### src/mps_pkg.sv
// shared constants and types for the masked pattern scanner
`default_nettype none
package mps_pkg;
	localparam int NUM_SLOTS_DEF   = 16;
	localparam int MAX_PATTERN_DEF = 32;
	localparam int POS_W           = 32;
	localparam int ID_W            = 32;
	localparam int LEN_W           = 6;
	localparam int CNT_W           = 5;
	localparam int OFS_W           = 64;

	typedef enum logic [1:0] {
		OP_SCAN   = 2'd0,
		OP_PBYTE  = 2'd1,
		OP_HEADER = 2'd2,
		OP_NONE   = 2'd3
	} op_t;

	// control handed from the top level to every slot cell
	typedef struct packed {
		logic scan;
		logic clear;
		logic pbyte_we;
		logic hdr_we;
	} cell_ctl_t;
endpackage
`default_nettype wire

### src/mps_cell.sv
// one signature slot: stored pattern, header and per-buffer match record
`default_nettype none
module mps_cell #(
	parameter int MAX_PATTERN = mps_pkg::MAX_PATTERN_DEF
) (
	input  wire logic                            clk,
	input  wire logic                            arst_n,
	input  wire mps_pkg::cell_ctl_t              ctl,
	input  wire logic                            enabled,
	input  wire logic [$clog2(MAX_PATTERN)-1:0]  wr_index,
	input  wire logic [7:0]                      wr_data,
	input  wire logic [7:0]                      wr_mask,
	input  wire logic [mps_pkg::ID_W-1:0]        wr_id,
	input  wire logic [mps_pkg::LEN_W-1:0]       wr_len,
	input  wire logic                            wr_kind,
	input  wire logic [MAX_PATTERN-1:0][7:0]     window,
	input  wire logic [mps_pkg::POS_W-1:0]       next_pos,
	// chain: earlier cells that already hold a match pass their record on
	input  wire logic                            chain_hit_in,
	input  wire logic [mps_pkg::ID_W-1:0]        chain_id_in,
	input  wire logic [mps_pkg::POS_W-1:0]       chain_ofs_in,
	output logic                                 chain_hit_out,
	output logic [mps_pkg::ID_W-1:0]             chain_id_out,
	output logic [mps_pkg::POS_W-1:0]            chain_ofs_out,
	output logic                                 seen_now
);
	import mps_pkg::*;
	localparam int IW = $clog2(MAX_PATTERN);

	logic [MAX_PATTERN-1:0][7:0] data_q, mask_q;
	logic [ID_W-1:0]  id_q;
	logic [LEN_W-1:0] len_q;
	logic             kind_q;
	logic             seen_q;
	logic [POS_W-1:0] ofs_q;

	logic [MAX_PATTERN-1:0] byte_ok;
	logic                   all_ok;
	logic                   fire;
	logic [POS_W-1:0]       len_ext;

	assign len_ext = POS_W'(len_q);

	// pattern byte i lines up with window entry len-1-i
	always_comb begin
		for (int i = 0; i < MAX_PATTERN; i++) begin
			if (i < int'(len_q))
				byte_ok[i] = (window[IW'(int'(len_q) - 1 - i)] & mask_q[i]) == data_q[i];
			else
				byte_ok[i] = 1'b1;
		end
		all_ok = &byte_ok;
		fire = enabled && kind_q && !seen_q && (int'(len_q) <= MAX_PATTERN) &&
			((len_q == '0) || (next_pos >= len_ext && all_ok));
	end

	always_ff @(posedge clk) begin
		if (ctl.pbyte_we) begin
			data_q[wr_index] <= wr_data & wr_mask;
			mask_q[wr_index] <= wr_mask;
		end
		if (ctl.hdr_we) begin
			id_q   <= wr_id;
			len_q  <= wr_len;
			kind_q <= wr_kind;
		end
		if (ctl.scan && fire) ofs_q <= (len_q == '0) ? '0 : next_pos - len_ext;
	end

	always_ff @(posedge clk or negedge arst_n) begin
		if (!arst_n) begin
			seen_q <= 1'b0;
		end else if (ctl.clear) begin
			seen_q <= 1'b0;
		end else if (ctl.scan && fire) begin
			seen_q <= 1'b1;
		end
	end

	// on the last byte the record includes this byte's outcome
	assign seen_now      = (seen_q && enabled) || fire;
	assign chain_hit_out = chain_hit_in || seen_now;
	assign chain_id_out  = chain_hit_in ? chain_id_in : id_q;
	assign chain_ofs_out = chain_hit_in ? chain_ofs_in :
		(seen_q ? ofs_q : ((len_q == '0) ? '0 : next_pos - len_ext));
endmodule
`default_nettype wire

### config.mk
export PLATFORM = sky130hd
export DESIGN_NAME = mps_cell
export DESIGN_NICKNAME = d
export VERILOG_FILES = /design/src/mps_pkg.sv /design/src/mps_cell.sv
export SDC_FILE = /design/constraint.sdc
export NUM_CORES = 2
export LEC_CHECK = 0
export ABC_AREA = 1
export CAP_MARGIN = 20
export CELL_PAD_IN_SITES_DETAIL_PLACEMENT = 1
export CELL_PAD_IN_SITES_GLOBAL_PLACEMENT = 1
export CORE_MARGIN = 2
export CORE_UTILIZATION = 42
export DETAILED_ROUTE_END_ITERATION = 16
export DONT_BUFFER_PORTS = 1
export PLACE_DENSITY = 0.82
export SLEW_MARGIN = 40
export SYNTH_ARGS = -nofsm -noshare
export SYNTH_HDL_FRONTEND = slang
export SYNTH_SLANG_ARGS = --single-unit
### constraint.sdc
create_clock -name clk -period 6.8 [get_ports clk]
set_input_delay 1.7 -clock clk [delete_from_list [all_inputs] [get_ports clk]]
set_output_delay 1.7 -clock clk [all_outputs]
set_load 0.005 [all_outputs]
== Yosys cells after proc, flatten, opt, wreduce, memory -nomap -nowiden ==
Cells that the tools add are included.
Operators by class
  muxes and demuxes: 138
  $add $sub $neg: 33
  equality and inequality tests: 32
  order comparisons: 68
  bitwise operators: 33
  reductions and logical operators: 15
Operators by type and width (count)
  8-bit binary-select mux with 5-bit select: 32
  8-bit two-way mux: 65
  256-bit bitwise mux: 2
  8-bit AND: 33
  8-bit equality test: 32
  5-bit by 7-bit < comparator with 1-bit output (second input constant): 32
  32-bit two-way mux: 4
  5-bit by 6-bit < comparator with 1-bit output (first input constant): 16
  5-bit subtractor (second input constant): 16
  4-bit by 6-bit < comparator with 1-bit output (first input constant): 8
  8-bit demux with 5-bit select: 1
  5-bit by 4-bit subtractor with 5-bit output (second input constant): 8
  1-bit two-way mux: 34
  32-bit by 6-bit >= comparator with 1-bit output: 1
  32-bit AND reduction: 1
  32-bit by 6-bit subtractor with 32-bit output: 1
  3-bit by 6-bit < comparator with 1-bit output (first input constant): 4
  5-bit by 3-bit subtractor with 5-bit output (second input constant): 4
  1-bit by 6-bit < comparator with 1-bit output (first input constant): 2
  2-bit by 6-bit < comparator with 1-bit output (first input constant): 2
  5-bit by 1-bit subtractor with 5-bit output (second input constant): 2
  5-bit by 2-bit subtractor with 5-bit output (second input constant): 2
  1-bit logical AND: 8
  6-bit <= comparator (second input constant): 1
  other kinds (6): 8
Word-level totals
  input bits: 420
  logic and storage cells: 388
  register bits: 584

== Logic depth before layout (Yosys ltp) ==
  depth in word-level cells: 15
  gate-level depth with buffers: 37
  mapped depth without buffers: 29

== Least setup slack after synthesis ==
Ideal clock, no wire load.
  path kind: register to output
  from: register len_q[0]
  to: output port chain_hit_out
  slack: 0.840 ns
  arrival: 4.260 ns
  cell stages (with the launch flop): 38
  required time: 5.100 ns
  path buffers: 9
  path through: edfxtp_1 > inv_2 > buf_2 > buf_4 > buf_2 > ha_1 > buf_4 > nand2_2 > nand2_1 > buf_4 > buf_4 > buf_2 > ha_1 > inv_1 > clkbuf_1 > nand2_1 > inv_1 > buf_2 > [2 not listed] > nand2_1 > nand3_1 > nand3_1 > nand2_1 > nand2_1 > inv_1 > nand2_1 > nor2_1 > nand2_1 > nand2_1 > nand2_1 > inv_1 > nand2_1 > nor2_1 > nand3_1 > nand2_1 > nand2_1 > o211ai_1
On the way
  cells in the longest elaborated chain, start to end: 14
  elaborated cells on any way between the ends: 266
  classes of those cells: 32 x add/sub; 34 x order compare; 32 x eq/ne; 128 x mux; 32 x bitwise; 8 x reduce/logical
RTL lines
  start, declared: line mps_cell.sv:32  | logic [LEN_W-1:0] len_q;
  start signal, assigned: line mps_cell.sv:64  | len_q <= wr_len;
  5-bit by 1-bit subtractor with 5-bit output: line mps_cell.sv:48  | byte_ok[i] = (window[IW'(int'(len_q) - 1 - i)] & mask_q[i]) == data_q[i];
  5-bit by 2-bit subtractor with 5-bit output (tied with other cells): line mps_cell.sv:48
  8-bit binary-select mux with 5-bit select: line mps_cell.sv:48
  8-bit two-way mux (implied by the code) (2 in a row): line mps_cell.sv:48
  8-bit AND: line mps_cell.sv:48
  8-bit equality test: line mps_cell.sv:48
  1-bit two-way mux: line mps_cell.sv:47  | if (i < int'(len_q))
  32-bit AND reduction: line mps_cell.sv:52  | all_ok = &byte_ok;
  1-bit logical AND: line mps_cell.sv:54  | ((len_q == '0) || (next_pos >= len_ext && all_ok));
  1-bit logical OR: line mps_cell.sv:54
  1-bit logical AND *: line mps_cell.sv:53  | fire = enabled && kind_q && !seen_q && (int'(len_q) <= MAX_PATTERN) &&
  1-bit logical OR *: line mps_cell.sv:81  | assign seen_now = (seen_q && enabled) || fire;
  1-bit logical OR *: line mps_cell.sv:82  | assign chain_hit_out = chain_hit_in || seen_now;
  end, declared: line mps_cell.sv:22  | output logic chain_hit_out,
Mark *: on every way between the ends. The rest lies on a longest branch, timed or not. The select of a mux whose other input is x is not followed.

== Worst setup path in the final report ==
Same ends and word-level chain as after synthesis.

==> metrics <==
IO buf count 0; mux share of post-synthesis cell area less than 1%; post-synthesis simple-gate area fraction between 40 and 50%; Synth Flop Type edfxtp_1; CTS root buf clkbuf_16; M2 GR Usage between 60% and 70%; met3 usage a little over an eighth; die footprint between 100000 and 150000 um2; worst-margin pin slew approximately 0.88 ns; FF+latch count, synth 584; vias per cell slightly above 6; outcome finished, violations left; Die W 323.1 um; layout overhead on the synthesized area 10.67%; DR vias between 40000 and 50000; Num CTS Buffers 70; final period utilization 101.4%; main combinational cell family by area after synthesis simple AND/OR/NAND/NOR gates; Place WS approximately 0.079 ns; final clock skew about 0.035 ns; Worst Path Required slightly above 5 ns; Die H between 300 and 400 um; number of global-route vias before repair 46360; post-synthesis xor/xnor area fraction less than 1%; first-pass GRT wire length 307000 um; GR Overflow Total 0; RSZ-0062 raised after global routing true; total track usage 40.63%; post-synthesis compound-gate area fraction between 3 and 4%; fmax between 100 and 150 MHz; Async SR Flop Fraction 0.1712%; Net count, final between 6000 and 7000; H-tree Lvls 3; Final Critical Period slightly below 7 ns; grt met1 use about half; # IOs ~500; Clock Latency Late Sink 0.66 ns; fill count roughly 13000; max cap viols 0; Reg clk slew, reported paths roughly 0.060 ns; PwrDens ~270 nW/um2; global route hottest layer met2; clk buf depth 3; Synthesized Nets around 6700; HPWL after DPL ~170000 um; # DRC 0; Synth Area per Inst ~6.8 um2; FF+latch area between 15000 and 20000 um2; Final Hold Fails 0; # setup viols final 2; Final Util a little under half; cells after synthesis about 6300; Final Worst Setup Slack -0.09232 ns; Critical Path Source Type register; Synth cell types 40; largest net degree at the start of global routing 176; Worst EP arrival about 5.2 ns; final wirelength 220200 um; Crit Path Category reg -> out; drt first pass iters 6; Tot Pwr approximately 13 mW; sequential area share after synthesis about two fifths; Row Count 117; crit-path max FO around 70; Final Cell Area ~47000 um2; Starting Density ~42%; post-synthesis adder-cell area fraction less than 1%; max_slew headroom 41.41%; Max rail drop VDD roughly 210 uV; placed cell area ~44000 um2; Routed Antenna Nets 0; failing checks negative setup slack; clk sinks 584; DR WL/cell 28.68 um; endpoint class of the critical path primary output; core area between 100000 and 150000 um2; RD Place Congestion 1.033; Post-synth EDFFs 583; layout cells sized above 1 5.983%; Post-Synthesis Cell Area between 40000 and 50000 um2; synth warn 0; CTS tree built; Pleak between 20 and 25 nW; Min-Delay Path Class reg -> reg; area of the multi-input gates 22410 um2; initial antenna violation count 20; Final Max Slew Viols 0; Iteration-0 DRC Markers between 5000 and 6000
-- critical path, cell delays in order (launching register included) --
cell and delay [ns]:
edfxtp_1 0.37, buf_4 0.18, inv_8 0.08, ha_4 0.25
inv_4 0.20, buf_12 0.32, nand3_1 0.26, nand3_1 0.16
nand2_1 0.34, nand2_1 0.25, nand3_1 0.10, nand3_1 0.14
xor2_1 0.23, nand2_1 0.08, nor2_1 0.12, nand2_1 0.24
nand2_1 0.14, nand2_1 0.09, nand2_1 0.10, nand2_1 0.06
nor2_1 0.17, nand3_2 0.16, nand2_1 0.13, nand2_1 0.11
o211ai_1 0.12
-- synth_stat cells (all sizes together), types with 4 or more instances --
library cell	n	share of area (%)
o211ai	35	0.63
or2	8	0.12
a21oi	36	0.43
xnor2	19	0.39
edfxtp	583	41
nor3	9	0.11
o31ai	4	0.070
xor2	29	0.59
mux2i	7	0.16
buf	232	3.0
ha	16	0.47
nand4	223	3.3
nand3	1452	17
nor2	211	1.9
clkbuf	63	0.55
inv	462	4.1
nand2	2719	24
o21ai	176	2.1
-- cell usage in the layout, fill, tap and decap left out, drive strengths merged, types with 2 or more instances in the layout --
cell type,n
and2,2
nor4,2
nand4,223
o211ai,35
bufinv,4
a21oi,36
nand2,2721
nand3,1452
buf,149
nor2,211
nor3,9
xor2,29
bufbuf,3
clkinv,23
o21ai,176
xnor2,19
o31ai,4
mux2i,7
ha,16
inv,466
clkinvlp,2
clkbuf,98
edfxtp,583
or2,8
diode,25
-- routing by layer --
metal	vias to the layer above	share of wire [%]
li1	21010	-
met1	23230	37
met2	2897	42
met3	666	13
met4	14	7.6
met5	-	0.043
-- per-stage QoR --
stage	setup TNS [ns]	cells	hold slack, ns
floorplan	0	6295	0.6332
global placement	0	7506	0.6716
detailed placement	0	7506	0.6848
CTS	0	7637	0.7170
global route	-0.2827	7654	0.7290
finish	-0.1846	7677	0.7319
-- report_power, final --
part           leakage (nW)  switching, mW  internal, mW
clock network          1.05           1.62          2.12
registers              5.01         0.0261          4.02
logic                  15.7           3.83          1.31
total                  21.8           5.48          7.46
-- cells by family (layout without fill, tap and decap cells) --
logic type,after synthesis,after routing
muxes,7,7
DFF,584,584
adders and majority gates,17,17
other,0,25
buffers and inverters,758,745
AOI/OAI and AO/OA,255,255
xor gates and xnor gates,48,48
and+or+nand+nor,4626,4628
-- state kept, by name, summed over array words and instances (netlist names) --
signal / count
data_q: 256
mask_q: 256
id_q: 32
ofs_q: 32
len_q: 6
kind_q: 1
seen_q: 1
-- cell type report --
cell class                 instances  share of cell area [%]
sequential                       584                   37.04
clock buffer                      94                   4.026
antenna                           25                  0.1322
clock inverter                    32                  0.5683
multi-input combinational       4955                   47.35
timing repair buffer             156                   3.521
inverter                         463                   3.751
tap                             1368                   3.616
-- timing repair --
action,CTS,global route
cloned,4,4
buffers inserted,1,10
endpoints found under the hold margin,0,0
resized for setup,63,72
pin swaps,2,3
endpoints found under the setup margin,2,4
hold buffers,0,0
-- worst paths after layout --
check                                    from                   to  slack, ns  cells past startpoint
max                        len_q[0]$_DFFE_PP_        chain_hit_out      -0.09                     24
min                          kind_q$_DFFE_PP_   seen_q$_DFFE_PN0P_       0.73                      3
max reg2reg                len_q[0]$_DFFE_PP_  ofs_q[10]$_DFFE_PP_       1.51                     25
min reg2reg                  kind_q$_DFFE_PP_   seen_q$_DFFE_PN0P_       0.73                      3
max in group asynchronous              arst_n   seen_q$_DFFE_PN0P_       6.00                      0
min in group asynchronous              arst_n   seen_q$_DFFE_PN0P_       0.74                      0
Power figures use the tool's default switching activity.
