[config.mk]
export PLATFORM = sky130hd
export DESIGN_NAME = mps_window
export DESIGN_NICKNAME = d
export VERILOG_FILES = /design/src/mps_pkg.sv /design/src/mps_window.sv
export SDC_FILE = /design/constraint.sdc
export NUM_CORES = 1
export LEC_CHECK = 0
export ABC_AREA = 1
export BUFFER_PORTS_ARGS = -buffer_cell sky130_fd_sc_hd__buf_4
export CAP_MARGIN = 0
export CORE_MARGIN = 3
export CORE_UTILIZATION = 57
export CTS_CLUSTER_DIAMETER = 30
export DETAILED_ROUTE_END_ITERATION = 8
export MAX_ROUTING_LAYER = met4
export PLACE_DENSITY = 0.93
export SLEW_MARGIN = 10
export SYNTH_ARGS = -nofsm -noshare
export SYNTH_HDL_FRONTEND = slang
export SYNTH_SLANG_ARGS = --single-unit
[constraint.sdc]
create_clock -name clk -period 1.79 [get_ports clk]
set_clock_uncertainty 0.15 [all_clocks]
set_input_delay 0.179 -clock clk [delete_from_list [all_inputs] [get_ports clk]]
set_output_delay 0.179 -clock clk [all_outputs]
set_load 0.01 [all_outputs]
[src/mps_pkg.sv]
// shared constants and types for the masked pattern scanner
`default_nettype none
package mps_pkg;
	localparam int NUM_SLOTS_DEF   = 16;
	localparam int MAX_PATTERN_DEF = 32;
	localparam int POS_W           = 32;
	localparam int ID_W            = 32;
	localparam int LEN_W           = 6;
	localparam int CNT_W           = 5;
	localparam int OFS_W           = 64;

	typedef enum logic [1:0] {
		OP_SCAN   = 2'd0,
		OP_PBYTE  = 2'd1,
		OP_HEADER = 2'd2,
		OP_NONE   = 2'd3
	} op_t;

	// control handed from the top level to every slot cell
	typedef struct packed {
		logic scan;
		logic clear;
		logic pbyte_we;
		logic hdr_we;
	} cell_ctl_t;
endpackage
`default_nettype wire

[src/mps_window.sv]
// shift line of the most recent scanned bytes
`default_nettype none
module mps_window #(
	parameter int MAX_PATTERN = mps_pkg::MAX_PATTERN_DEF
) (
	input  wire logic                   clk,
	input  wire logic                   arst_n,
	input  wire mps_pkg::cell_ctl_t     ctl,
	input  wire logic [7:0]             byte_in,
	output logic [MAX_PATTERN-1:0][7:0] window
);
	import mps_pkg::*;
	logic [MAX_PATTERN-1:0][7:0] win_q;

	always_ff @(posedge clk or negedge arst_n) begin
		if (!arst_n) begin
			win_q <= '0;
		end else if (ctl.clear) begin
			win_q <= '0;
		end else if (ctl.scan) begin
			for (int i = MAX_PATTERN-1; i > 0; i--) win_q[i] <= win_q[i-1];
			win_q[0] <= byte_in;
		end
	end
	assign window = win_q;
endmodule
`default_nettype wire

## Yosys cells after proc, flatten, opt, wreduce, memory -nomap -nowiden

Index checks and enable logic that the tools add are counted.

- Mux-type cells: 2
- Reductions and logical operators: 1

Operator list:

| operator | number |
|---|---|
| $mux W256 | 2 |
| $reduce_bool A2 Y1 | 1 |

- Register bits after elaboration: 256
- Input port bits: 14
- Output and inout port bits: 256
- Logic and storage cells: 35

## Logic depth before layout (Yosys ltp)

Gate-level depths: netlist of the first run.

- Word-level depth: 2
- Mapped depth: 6
- Depth with buffers taken out: 3

## Worst setup path before layout of the first run

No wires, ideal clock.

- Path kind: input to register
- From: input port ctl[3] in the netlist's numbering
- To: register win_q (netlist bit window[10])
- Library setup time: 117 ps
- Arrival time: 760 ps
- Data required time: 1523 ps
- Slack: 763 ps
- Stages: 5
- Buffers on the path: 3
- Path through: buf_4 > buf_4 > buf_2 > nand3_1 > nand2_1

- Word-level cells in the longest chain between the ends: 1

Ends and longest elaborated chain:

| element | line | text |
|---|---|---|
| from (decl) | mps_window.sv:8 | `input wire mps_pkg::cell_ctl_t ctl,` |
| $reduce_bool A2 Y1 (no source line) | - |  |
| to (decl) | mps_window.sv:13 | `logic [MAX_PATTERN-1:0][7:0] win_q;` |

Every way passes these cells.
A chain may end at the register's enable or synchronous reset.

## Worst setup path after layout of the first run

- From: input port ctl[3] in the netlist's numbering
- To: register win_q (netlist bit window[25])

Same word-level chain as after synthesis.

==> results of run 1 <==
-- worst max path at each step --
stage | startpoint | endpoint
final | ctl[3] | window[25]
after CTS | window[195] | window[195]
after detailed placement | ctl[2] | window[88]
after floorplan | ctl[3] | window[10]
after global placement | ctl[2] | window[116]
after global routing | ctl[3] | window[25]
-- worst max-delay path: stages --
cell           delay [ns]
dlygate4sd3_1        0.55
buf_6                0.18
nor2_8               0.13
buf_12               0.40
nand2_1              0.19
nand2_1              0.15
-- synthesized netlist by cell type (all sizes together) --
library cell	number	share of area [%]
inv	1	0.036
buf	85	6.9
nand2	512	19
nand3	256	12
nor2	1	0.19
dfrtp	256	62
-- cell type report --
cell class | count | area [um2]
clock inverter | 21 | 171
inverter | 1 | 8.76
tap | 225 | 282
clock buffer | 60 | 1290
sequential | 256 | 6410
fill | 1028 | 3730
timing repair buffer | 302 | 2420
multi-input combinational | 769 | 3220
-- layer usage --
layer	track usage (%)	up-vias	part of all wire, %
li1	-	4105	-
met1	37.9	4527	36
met2	50.5	554	51
met3	6.82	96	9.3
met4	12.9	0	4.6
met5	-	-	0
-- per-stage QoR --
stage	hold slack (ns)	setup WS, ns
6_report	0.0195	0.234
5_1_grt	0.0195	0.203
4_1_cts	0.00816	0.319
3_5_place_dp	-0.00166	0.340
3_3_place_gp	-0.0152	0.397
2_1_floorplan	-0.267	0.763
-- kinds of logic after synthesis --
family / count (synthesis) / synth area share, %
flip-flops: 256 / 61.9
buffers and inverters: 86 / 6.93
AND/OR/NAND/NOR: 769 / 31.2
-- what timing repair did --
item / CTS / global route
endpoints found under the setup margin: 0 / 0
hold endpoints to repair: 275 / 0
hold buffers: 10 / 0
setup buffers: 0 / 0
-- power groups by stage --
stage | Sequential, uW | Combinational (uW) | Clock [uW]
floorplan | 5940 | 357 | 0
global placement | 5930 | 544 | 0
detailed placement | 5930 | 551 | 0
CTS | 5840 | 570 | 8160
global route | 5840 | 626 | 8490
finish | 5840 | 573 | 8080
==> key figures, run 1 <==
Route
  • Final wirelength: 30500 um
  • Initial DRC Count: 869
  • DRC: 0
  • WL/cell: 18.7 um
  • DRT Pass-1 Iters: 6
  • Detail Route Antenna Nets: 0
  • Post-DR vias/cell: 5.68
  • Via Count: 9282

Floorplan
  • DIE HEIGHT: 141 um
  • Starting density of the core: 59.0%
  • Die area: 19800 um2
  • I/O Pins: 270
  • Die Wd: 141 um
  • Core ar.: 17500 um2
  • Num rows: 48

Yosys
  • Seq/Total Area, Yosys: 61.9%
  • Post-Synthesis Cells: 1111
  • Unique cell type count in the Yosys netlist: 8
  • Net Count, Synth: 1125
  • Netlist Area Pre-Place: 10300 um2
  • Syn_area_per_cell: 9.31 um2
  • Yosys Warn Count: 0
  • Register bit total from synthesis: 256

Timing
  • Final slew viol count: 0
  • Final period utilization: 86.9%
  • Final Critical Period: 1.56 ns
  • Slew HR: 61.8%
  • RSZ-0062 raised after global routing: false
  • Setup violations, final: 0
  • Fmax: 0.643 GHz
  • Setup TNS: 0 ns
  • Worst Max-Slew Pin Slew: 0.572 ns
  • Final hold violation count: 0

Worst setup path
  • Worst path required time: 2.07 ns
  • R2r setup slk: 0.84 ns
  • CP endpoint kind: flip-flop
  • Crit path launch type: primary input
  • Critical-path maximum fanout: 128
  • R2R Path End: window[195]
  • Reg2reg path depth: 2
  • Arrival time at the worst endpoint: 1.84 ns
  • Reg-to-Reg Start: window[195]
  • Worst Path Class, Setup: primary input to flip-flop

GRT
  • Largest net degree at the start of global routing: 129
  • Vias in the first global route: 9196
  • Global-route wire length before repair: 48400 um
  • Initial antenna violation count: 0
  • Total Routing Usage GR: 31.0%
  • Total gr overflow: 0

Place
  • GP Congestion: 0.873
  • DP Area: 12200 um2
  • IO Port Bufs: 267
  • Dpl cells: 1543
  • Detailed Place HPWL: 18300 um

Min path
  • Endpoint, Worst Hold: window[60]
  • Hold path depth: 4
  • Hold Path Class: primary input to flip-flop
  • Worst Min Path Start: ctl[2]

Cells and area
  • Share of cells above drive strength 1: 26.2%
  • Post-layout util: 78.7%
  • Design area: 13800 um2
  • Final #Nets: 1389
  • Most frequent cells in the layout: nand2_1, buf_4, nand3_1, dfrtp_1, clkbuf_16
  • Non-Filler Instances: 1634
  • Layout area overhead: 33.4%
  • Max FFs per register: 256
  • Commonest non-fill, non-tap cell in the layout: nand2_1
  • Antenna cells: 0

Clock network
  • Inserted Clock Buffers: 45
  • Worst skew pair latency: 0.52 ns
  • Clock-pin slew on the worst setup and hold paths: 0.06 ns
  • CTS sink count: 256
  • H-tree depth: 2
  • CTS tree: built
  • Resized cells post-CTS: 0
  • Root Buffer: clkbuf_16
  • Clock Tree Buf Depth: 3

Power
  • Switching power: 3310 uW
  • P_int: 11200 uW
  • Clock group share of total power: 55.8%
  • VDD IR-drop max: 0.952 mV
  • Combinational share of power: 4.0%
  • Leakage: 0.00803 uW
  • PD cells: 1050 nW/um2
  • Total Power: 14500 uW
  • Flop pwr share: 40.3%
  • Net Sw Frac: 22.8%

Status
  • Outcome: finished, final reports clean

Run
  • Max_cap viols: 0
Note: power is estimated with default switching activity, not from simulation.
==> run 2, diff against run 1 <==
CORE_ASPECT_RATIO = 0.7   (was not set)
==> key figures, run 2 (same netlist as run 1, synthesis figures left out) <==
Cells and area
  • Commonest non-fill, non-tap cell in the layout: nand2_1
  • Share of cells above drive strength 1: 25.9% (-0.29 points)
  • Antenna cells: 0 (unchanged)
  • Most frequent cells in the layout: nand2_1, buf_4, nand3_1, dfrtp_1, clkbuf_16
  • Layout area overhead: 32.1%
  • Fill count: 1069 (+4.0%)
  • Max FFs per register: 256 (unchanged)
  • Final #Nets: 1385 (-0.29%)

Floorplan
  • Die Wd: 167 um (+19%)
  • Die area: 19800 um2 (+0.13%)
  • Starting density of the core: 59.2% (+0.24 points)
  • Core ar.: 17500 um2 (-0.40%)
  • Num rows: 40 (-17%)
  • DIE HEIGHT: 119 um (-16%)
  • I/O Pins: 270 (unchanged)

Clock network
  • CTS sink count: 256 (unchanged)
  • Clock Tree Buf Depth: 3 (unchanged)
  • H-tree depth: 2 (unchanged)
  • Clock-pin slew on the worst setup and hold paths: 0.06 ns (about the same)
  • Inserted Clock Buffers: 35 (-22%)
  • Root Buffer: clkbuf_16
  • Resized cells post-CTS: 0 (unchanged)
  • Worst skew pair latency: 0.49 ns (-0.03 ns)
  • CTS tree: built

Power
  • P_int: 10200 uW (-8.9%)
  • Clock group share of total power: 52.1% (-3.7 points)
  • Flop pwr share: 43.5% (+3.2 points)
  • VDD IR-drop max: 0.827 mV (-13%)
  • Net Sw Frac: 23.9% (+1.1 points)
  • Leakage: 0.00796 uW (-0.80%)
  • PD cells: 981 nW/um2 (-6.6%)
  • Switching power: 3200 uW (-3.2%)
  • Combinational share of power: 4.4% (+0.4 points)

Worst setup path
  • CP max-delay cell: dlygate4sd3_1
  • Most used cell, CP: dlygate4sd3_1
  • Crit path launch type: primary input
  • CP endpoint kind: flip-flop
  • Arrival time at the worst endpoint: 1.93 ns (+0.09 ns)
  • R2r setup slk: 0.42 ns (-0.42 ns)
  • Bufs and invs on worst path: 4 (+1)
  • Worst path required time: 2.07 ns (about the same)
  • Critical path's largest stage delay: 0.59 ns (+0.04 ns)
  • Critical-path maximum fanout: 30 (-77%)
  • Crit path cell chain: dlygate4sd3_1, buf_4, inv_6, nand3_1, dlygate4sd3_1, nand2_1
  • Crit path max-delay family: buffers and inverters
  • Worst Path Class, Setup: primary input to flip-flop

Route
  • DRT Pass-1 Iters: 6 (unchanged)
  • Detail Route Antenna Nets: 0 (unchanged)
  • Post-DR vias/cell: 5.64 (-0.70%)
  • DRC: 0 (unchanged)
  • WL/cell: 18.1 um (-3.1%)
  • Final wirelength: 29500 um (-3.4%)
  • Via Count: 9189 (-1.0%)
  • Initial DRC Count: 1029 (+18%)

Place
  • GP Congestion: 0.876 (+0.39%)
  • Detailed Place HPWL: 18800 um (+2.7%)
  • IO Port Bufs: 267 (unchanged)
  • Setup WS pre-CTS: 0.440 ns (+0.100 ns)

Timing
  • Worst Max-Slew Pin Slew: 0.607 ns (+0.0347 ns)
  • Fmax: 0.604 GHz (-6.0%)
  • Final Critical Period: 1.66 ns (+0.100 ns)
  • Final hold violation count: 0 (unchanged)
  • Slew HR: 59.5% (-2.3 points)
  • RSZ-0062 raised after global routing: false
  • Setup violations, final: 0 (unchanged)
  • Setup TNS: 0 ns (unchanged)
  • Min Hold Slack: 0.0904 ns (+0.0709 ns)
  • Final slew viol count: 0 (unchanged)
  • Setup ws final: 0.134 ns (-0.100 ns)
  • Final period utilization: 92.5% (+5.6 points)

Status
  • Outcome: finished, final reports clean

GRT
  • Vias in the first global route: 8769 (-4.6%)
  • Largest net degree at the start of global routing: 97 (-25%)
  • Initial antenna violation count: 0 (unchanged)
  • Total Routing Usage GR: 29.8% (-1.2 points)
  • Total gr overflow: 0 (unchanged)
  • Global-route wire length before repair: 46900 um (-3.1%)

Run
  • Max_cap viols: 0 (unchanged)

Min path
  • Hold Path Class: primary input to asynchronous set/reset pin
run 2: cell types whose count changed in the layout (fill, tap and decap cells not counted), sizes merged:
| cell | delta |
|---|---|
| clkbuf | -21 |
| inv | +9 |
| clkinvlp | -5 |
| buf | +4 |
| dlygate4sd3 | +2 |
| bufinv | +1 |
| clkinv | -1 |
run 2: through the flow:
step                power [uW]  util, %  instance area, um2  cells
floorplan                 6300        -               10300   1111
global placement          6500     70.6               12300   1553
detailed placement        6500     70.6               12300   1553
CTS                      13500     78.2               13700   1629
global route             13800     78.2               13700   1629
finish                   13400     78.2               13700   1629
run 2: power groups by stage:
stage                     clock, uW  combinational, uW  sequential, uW
after floorplan                   0                357            5940
after detailed placement          0                572            5930
after CTS                      7090                595            5830
after global routing           7350                650            5830
final                          6980                593            5830
after global placement            0                567            5930
run 2: worst paths after layout:
check                            start          end  depth (start not counted)
setup / recovery                ctl[2]   window[92]                          6
hold / removal                  arst_n  window[116]                          2
setup reg to reg            window[84]   window[92]                          3
hold reg to reg            window[254]  window[254]                          2
max in group asynchronous       arst_n  window[253]                          3
min in group clk           window[254]  window[254]                          2
run 2: repair_timing:
action / 4_1_cts / 5_1_grt
endpoints found under the hold margin: 295 / 0
setup buffers: 0 / 0
hold buffers: 12 / 0
run 2: cell type report:
class	count	area [um2]	area share, %
flip-flops and latches	256	6410	46.9
clock buffers	39	942	6.89
inverters	1	8.76	0.0641
well taps	231	289	2.12
repair buffers	308	2530	18.5
multi-input cells	769	3220	23.6
clock inverters	25	267	1.95
run 2: routing by layer:
layer | global-route usage, % | up-vias | wire [um]
met1 | 38.1 | 4473 | 11100
met5 | - | - | 0
met2 | 47.7 | 522 | 14600
met4 | 9.69 | 0 | 1040
met3 | 7.19 | 103 | 2780
li1 | - | 4091 | -
==> run 3, diff against run 2 <==
ABC_AREA = not set   (was 1)
HOLD_SLACK_MARGIN = 0.02   (was not set)
PLACE_DENSITY = 0.82   (was 0.93)
==> key figures, run 3 <==
Worst setup path
  • R2r setup slk: 0.38 ns (-0.04 ns)
  • Reg2reg path depth: 3 (unchanged)
  • CP endpoint kind: output pin
  • Crit path launch type: flip-flop
  • Crit path cell chain: buf_4
  • CP max-delay cell: dfrtp_1
  • Arrival time at the worst endpoint: 1.14 ns (-0.79 ns)
  • Bufs and invs on worst path: 1 (-3)
  • R2R Path End: window[4]
  • Reg-to-Reg Start: window[4]
  • WP depth: 1 (-5)
  • Worst path required time: 1.46 ns (-0.61 ns)
  • Capture point of the critical path: window[64]
  • Worst Path Class, Setup: flip-flop to output pin
  • Critical path's largest stage delay: 0.48 ns (-0.11 ns)
  • Critical-path maximum fanout: 3 (-90%)
  • Crit path max-delay family: flip-flops
  • Setup crit start: window[64]

Cells and area
  • Fill count: 1117 (+4.5%)
  • Share of cells above drive strength 1: 31.4% (+5.5 points)
  • Layout area overhead: 32.2%
  • Final #Nets: 1128 (-19%)
  • Footprint of the multi-input gates: 3520 um2 (+9.3%)
  • Most frequent cells in the layout: buf_4, mux2i_1, nor2_1, dfrtp_1, clkbuf_16
  • Max FFs per register: 256 (unchanged)
  • Commonest non-fill, non-tap cell in the layout: buf_4
  • Antenna cells: 0 (unchanged)
  • Register area: 6410 um2 (unchanged)

Yosys
  • Seq/Total Area, Yosys: 60.4% (-1.5 points)
  • Simple-gate portion of the synthesized area: 9.06% (-22 points)
  • Unique cell type count in the Yosys netlist: 9 (+1)
  • Post-Synthesis Cells: 825 (-26%)
  • EDFF count, synth: 0 (unchanged)
  • Largest family of logic cells by synthesized area: multiplexers
  • Yosys Warn Count: 0 (unchanged)
  • Synth Area in Compound Gates: 0% (unchanged)
  • Synth area leader: dfrtp_1
  • FFs w/ async S/R, synth: 100% (unchanged)
  • Netlist Area Pre-Place: 10600 um2 (+2.5%)
  • Syn_area_per_cell: 12.9 um2 (+38%)
  • Top cells by count, synth: dfrtp_1, mux2i_1, nor2_1
  • Net Count, Synth: 839 (-25%)
  • XOR/XNOR share of the synthesized area: 0% (unchanged)
  • Register bit total from synthesis: 256 (unchanged)
  • Top FF cell, synth: dfrtp_1
  • Largest cells by area after synthesis: dfrtp_1, mux2i_1, nor2_1
  • Mux cell area share after synthesis: 24.2% (+24 points)
  • Post-Synth Adder-Cell Area: 0% (unchanged)
  • Synth top area share: 60.4% (-1.5 points)

Clock network
  • Worst skew pair latency: 0.49 ns (about the same)
  • Resized cells post-CTS: 0 (unchanged)
  • Clock-pin slew on the worst setup and hold paths: 0.06 ns (about the same)
  • Inserted Clock Buffers: 36 (+2.9%)
  • H-tree depth: 2 (unchanged)
  • CTS tree: built
  • CTS sink count: 256 (unchanged)
  • Clock Tree Buf Depth: 3 (unchanged)
  • Root Buffer: clkbuf_16

Place
  • Detailed Place HPWL: 16700 um (-11%)
  • GP Congestion: 0.809 (-7.6%)
  • IO Port Bufs: 267 (unchanged)

GRT
  • Initial antenna violation count: 0 (unchanged)
  • Total gr overflow: 0 (unchanged)
  • Total Routing Usage GR: 25.9% (-3.9 points)
  • Global-route wire length before repair: 41200 um (-12%)
  • Vias in the first global route: 7521 (-14%)
  • Largest net degree at the start of global routing: 101 (+4.1%)

Timing
  • Final Critical Period: 1.47 ns (-0.188 ns)
  • Fmax: 0.681 GHz (+13%)
  • Final slew viol count: 0 (unchanged)
  • RSZ-0062 raised after global routing: false
  • Setup violations, final: 0 (unchanged)
  • Setup TNS: 0 ns (unchanged)
  • Worst Max-Slew Pin Slew: 0.581 ns (-0.0257 ns)
  • Final period utilization: 82.0% (-11 points)
  • Slew HR: 61.1% (+1.6 points)
  • Final hold violation count: 0 (unchanged)
  • Min Hold Slack: 0.0527 ns (-0.0377 ns)

Floorplan
  • Die area: 20300 um2 (+2.4%)
  • Num rows: 41 (+2.5%)
  • I/O Pins: 270 (unchanged)
  • Die Wd: 169 um (+1.2%)
  • Starting density of the core: 58.6% (-0.68 points)
  • DIE HEIGHT: 120 um (+1.2%)
  • Core ar.: 18100 um2 (+3.7%)

Power
  • VDD IR-drop max: 0.816 mV (-1.4%)
  • PD cells: 977 nW/um2 (-0.32%)
  • Leakage: 0.00774 uW (-2.8%)

Route
  • WL/cell: 18.7 um (+3.3%)
  • Post-DR vias/cell: 5.30 (-6.1%)
  • Final wirelength: 25700 um (-13%)
  • Detail Route Antenna Nets: 0 (unchanged)
  • DRC: 0 (unchanged)
  • Via Count: 7292 (-21%)
  • DRT Pass-1 Iters: 5 (-1)
  • Initial DRC Count: 514 (-50%)

Run
  • Max_cap viols: 0 (unchanged)

Min path
  • Hold Path Class: primary input to flip-flop

Status
  • Outcome: finished, final reports clean
## run 3: changes by cell type in the layout (fill, tap and decap cells not counted), moves of 3 or more
cell | previous run | this run
clkinvlp_4 | 1 | 4
inv_6 | 8 | 4
inv_8 | 4 | 0
mux2i_1 | 0 | 256
nand2_1 | 512 | 0
nand3_1 | 256 | 0
nor2_1 | 0 | 256
## run 3: through the flow
stage | cell area [um2] | power, uW | worst slack [ns] | utilization [%] | cells
floorplan | 10600 | 6400 | 0.699 | - | 825
global placement | 12700 | 6580 | 0.473 | 69.9 | 1300
detailed placement | 12700 | 6590 | 0.429 | 69.9 | 1300
CTS | 14000 | 13800 | 0.306 | 77.4 | 1376
global route | 14000 | 14200 | 0.273 | 77.4 | 1376
finish | 14000 | 13700 | 0.323 | 77.4 | 1376
## run 3: logic make-up (layout without fill, tap and decap cells)
logic type             after synthesis  after routing
AND/OR/NAND/NOR                    256            256
flip-flops                         256            256
buffers and inverters               57            372
multiplexers                       256            256
## run 3: timing repair
| item | CTS | global route |
|---|---|---|
| endpoints found under the hold margin | 283 | 0 |
| setup buffers | 0 | 0 |
| hold buffers | 12 | 0 |
## run 3: layout make-up
| cell class | instances | area share [%] |
|---|---|---|
| Multi-Input combinational cell | 512 | 25.1 |
| Clock buffer | 44 | 7.15 |
| Timing Repair Buffer | 308 | 18.2 |
| Sequential cell | 256 | 45.7 |
| Clock inverter | 20 | 1.77 |
| Tap cell | 236 | 2.11 |
## run 3: worst min-delay path by stage
stage               cells after the start  slack [ns]  startpoint          end
detailed placement                      1      -0.005      arst_n  window[168]
CTS                                     4        0.04      ctl[3]  window[210]
global route                            4        0.06      ctl[3]  window[210]
finish                                  4        0.05      ctl[3]  window[210]
global placement                        1      -0.005      arst_n  window[152]
floorplan                               0       -0.27      arst_n    window[0]
## run 3: where the power goes
part	switching (uW)	internal [uW]
Clock	2600	4600
Sequential	21.1	5810
Combinational	405	268
Total	3020	10700
## run 3: layer usage
metal,GRT usage (%),vias up,part of all wire (%)
li1,-,3333,-
met1,34.3,3683,43
met2,41.0,228,48
met3,6.26,48,7.2
met4,6.69,0,2.3
met5,-,-,0
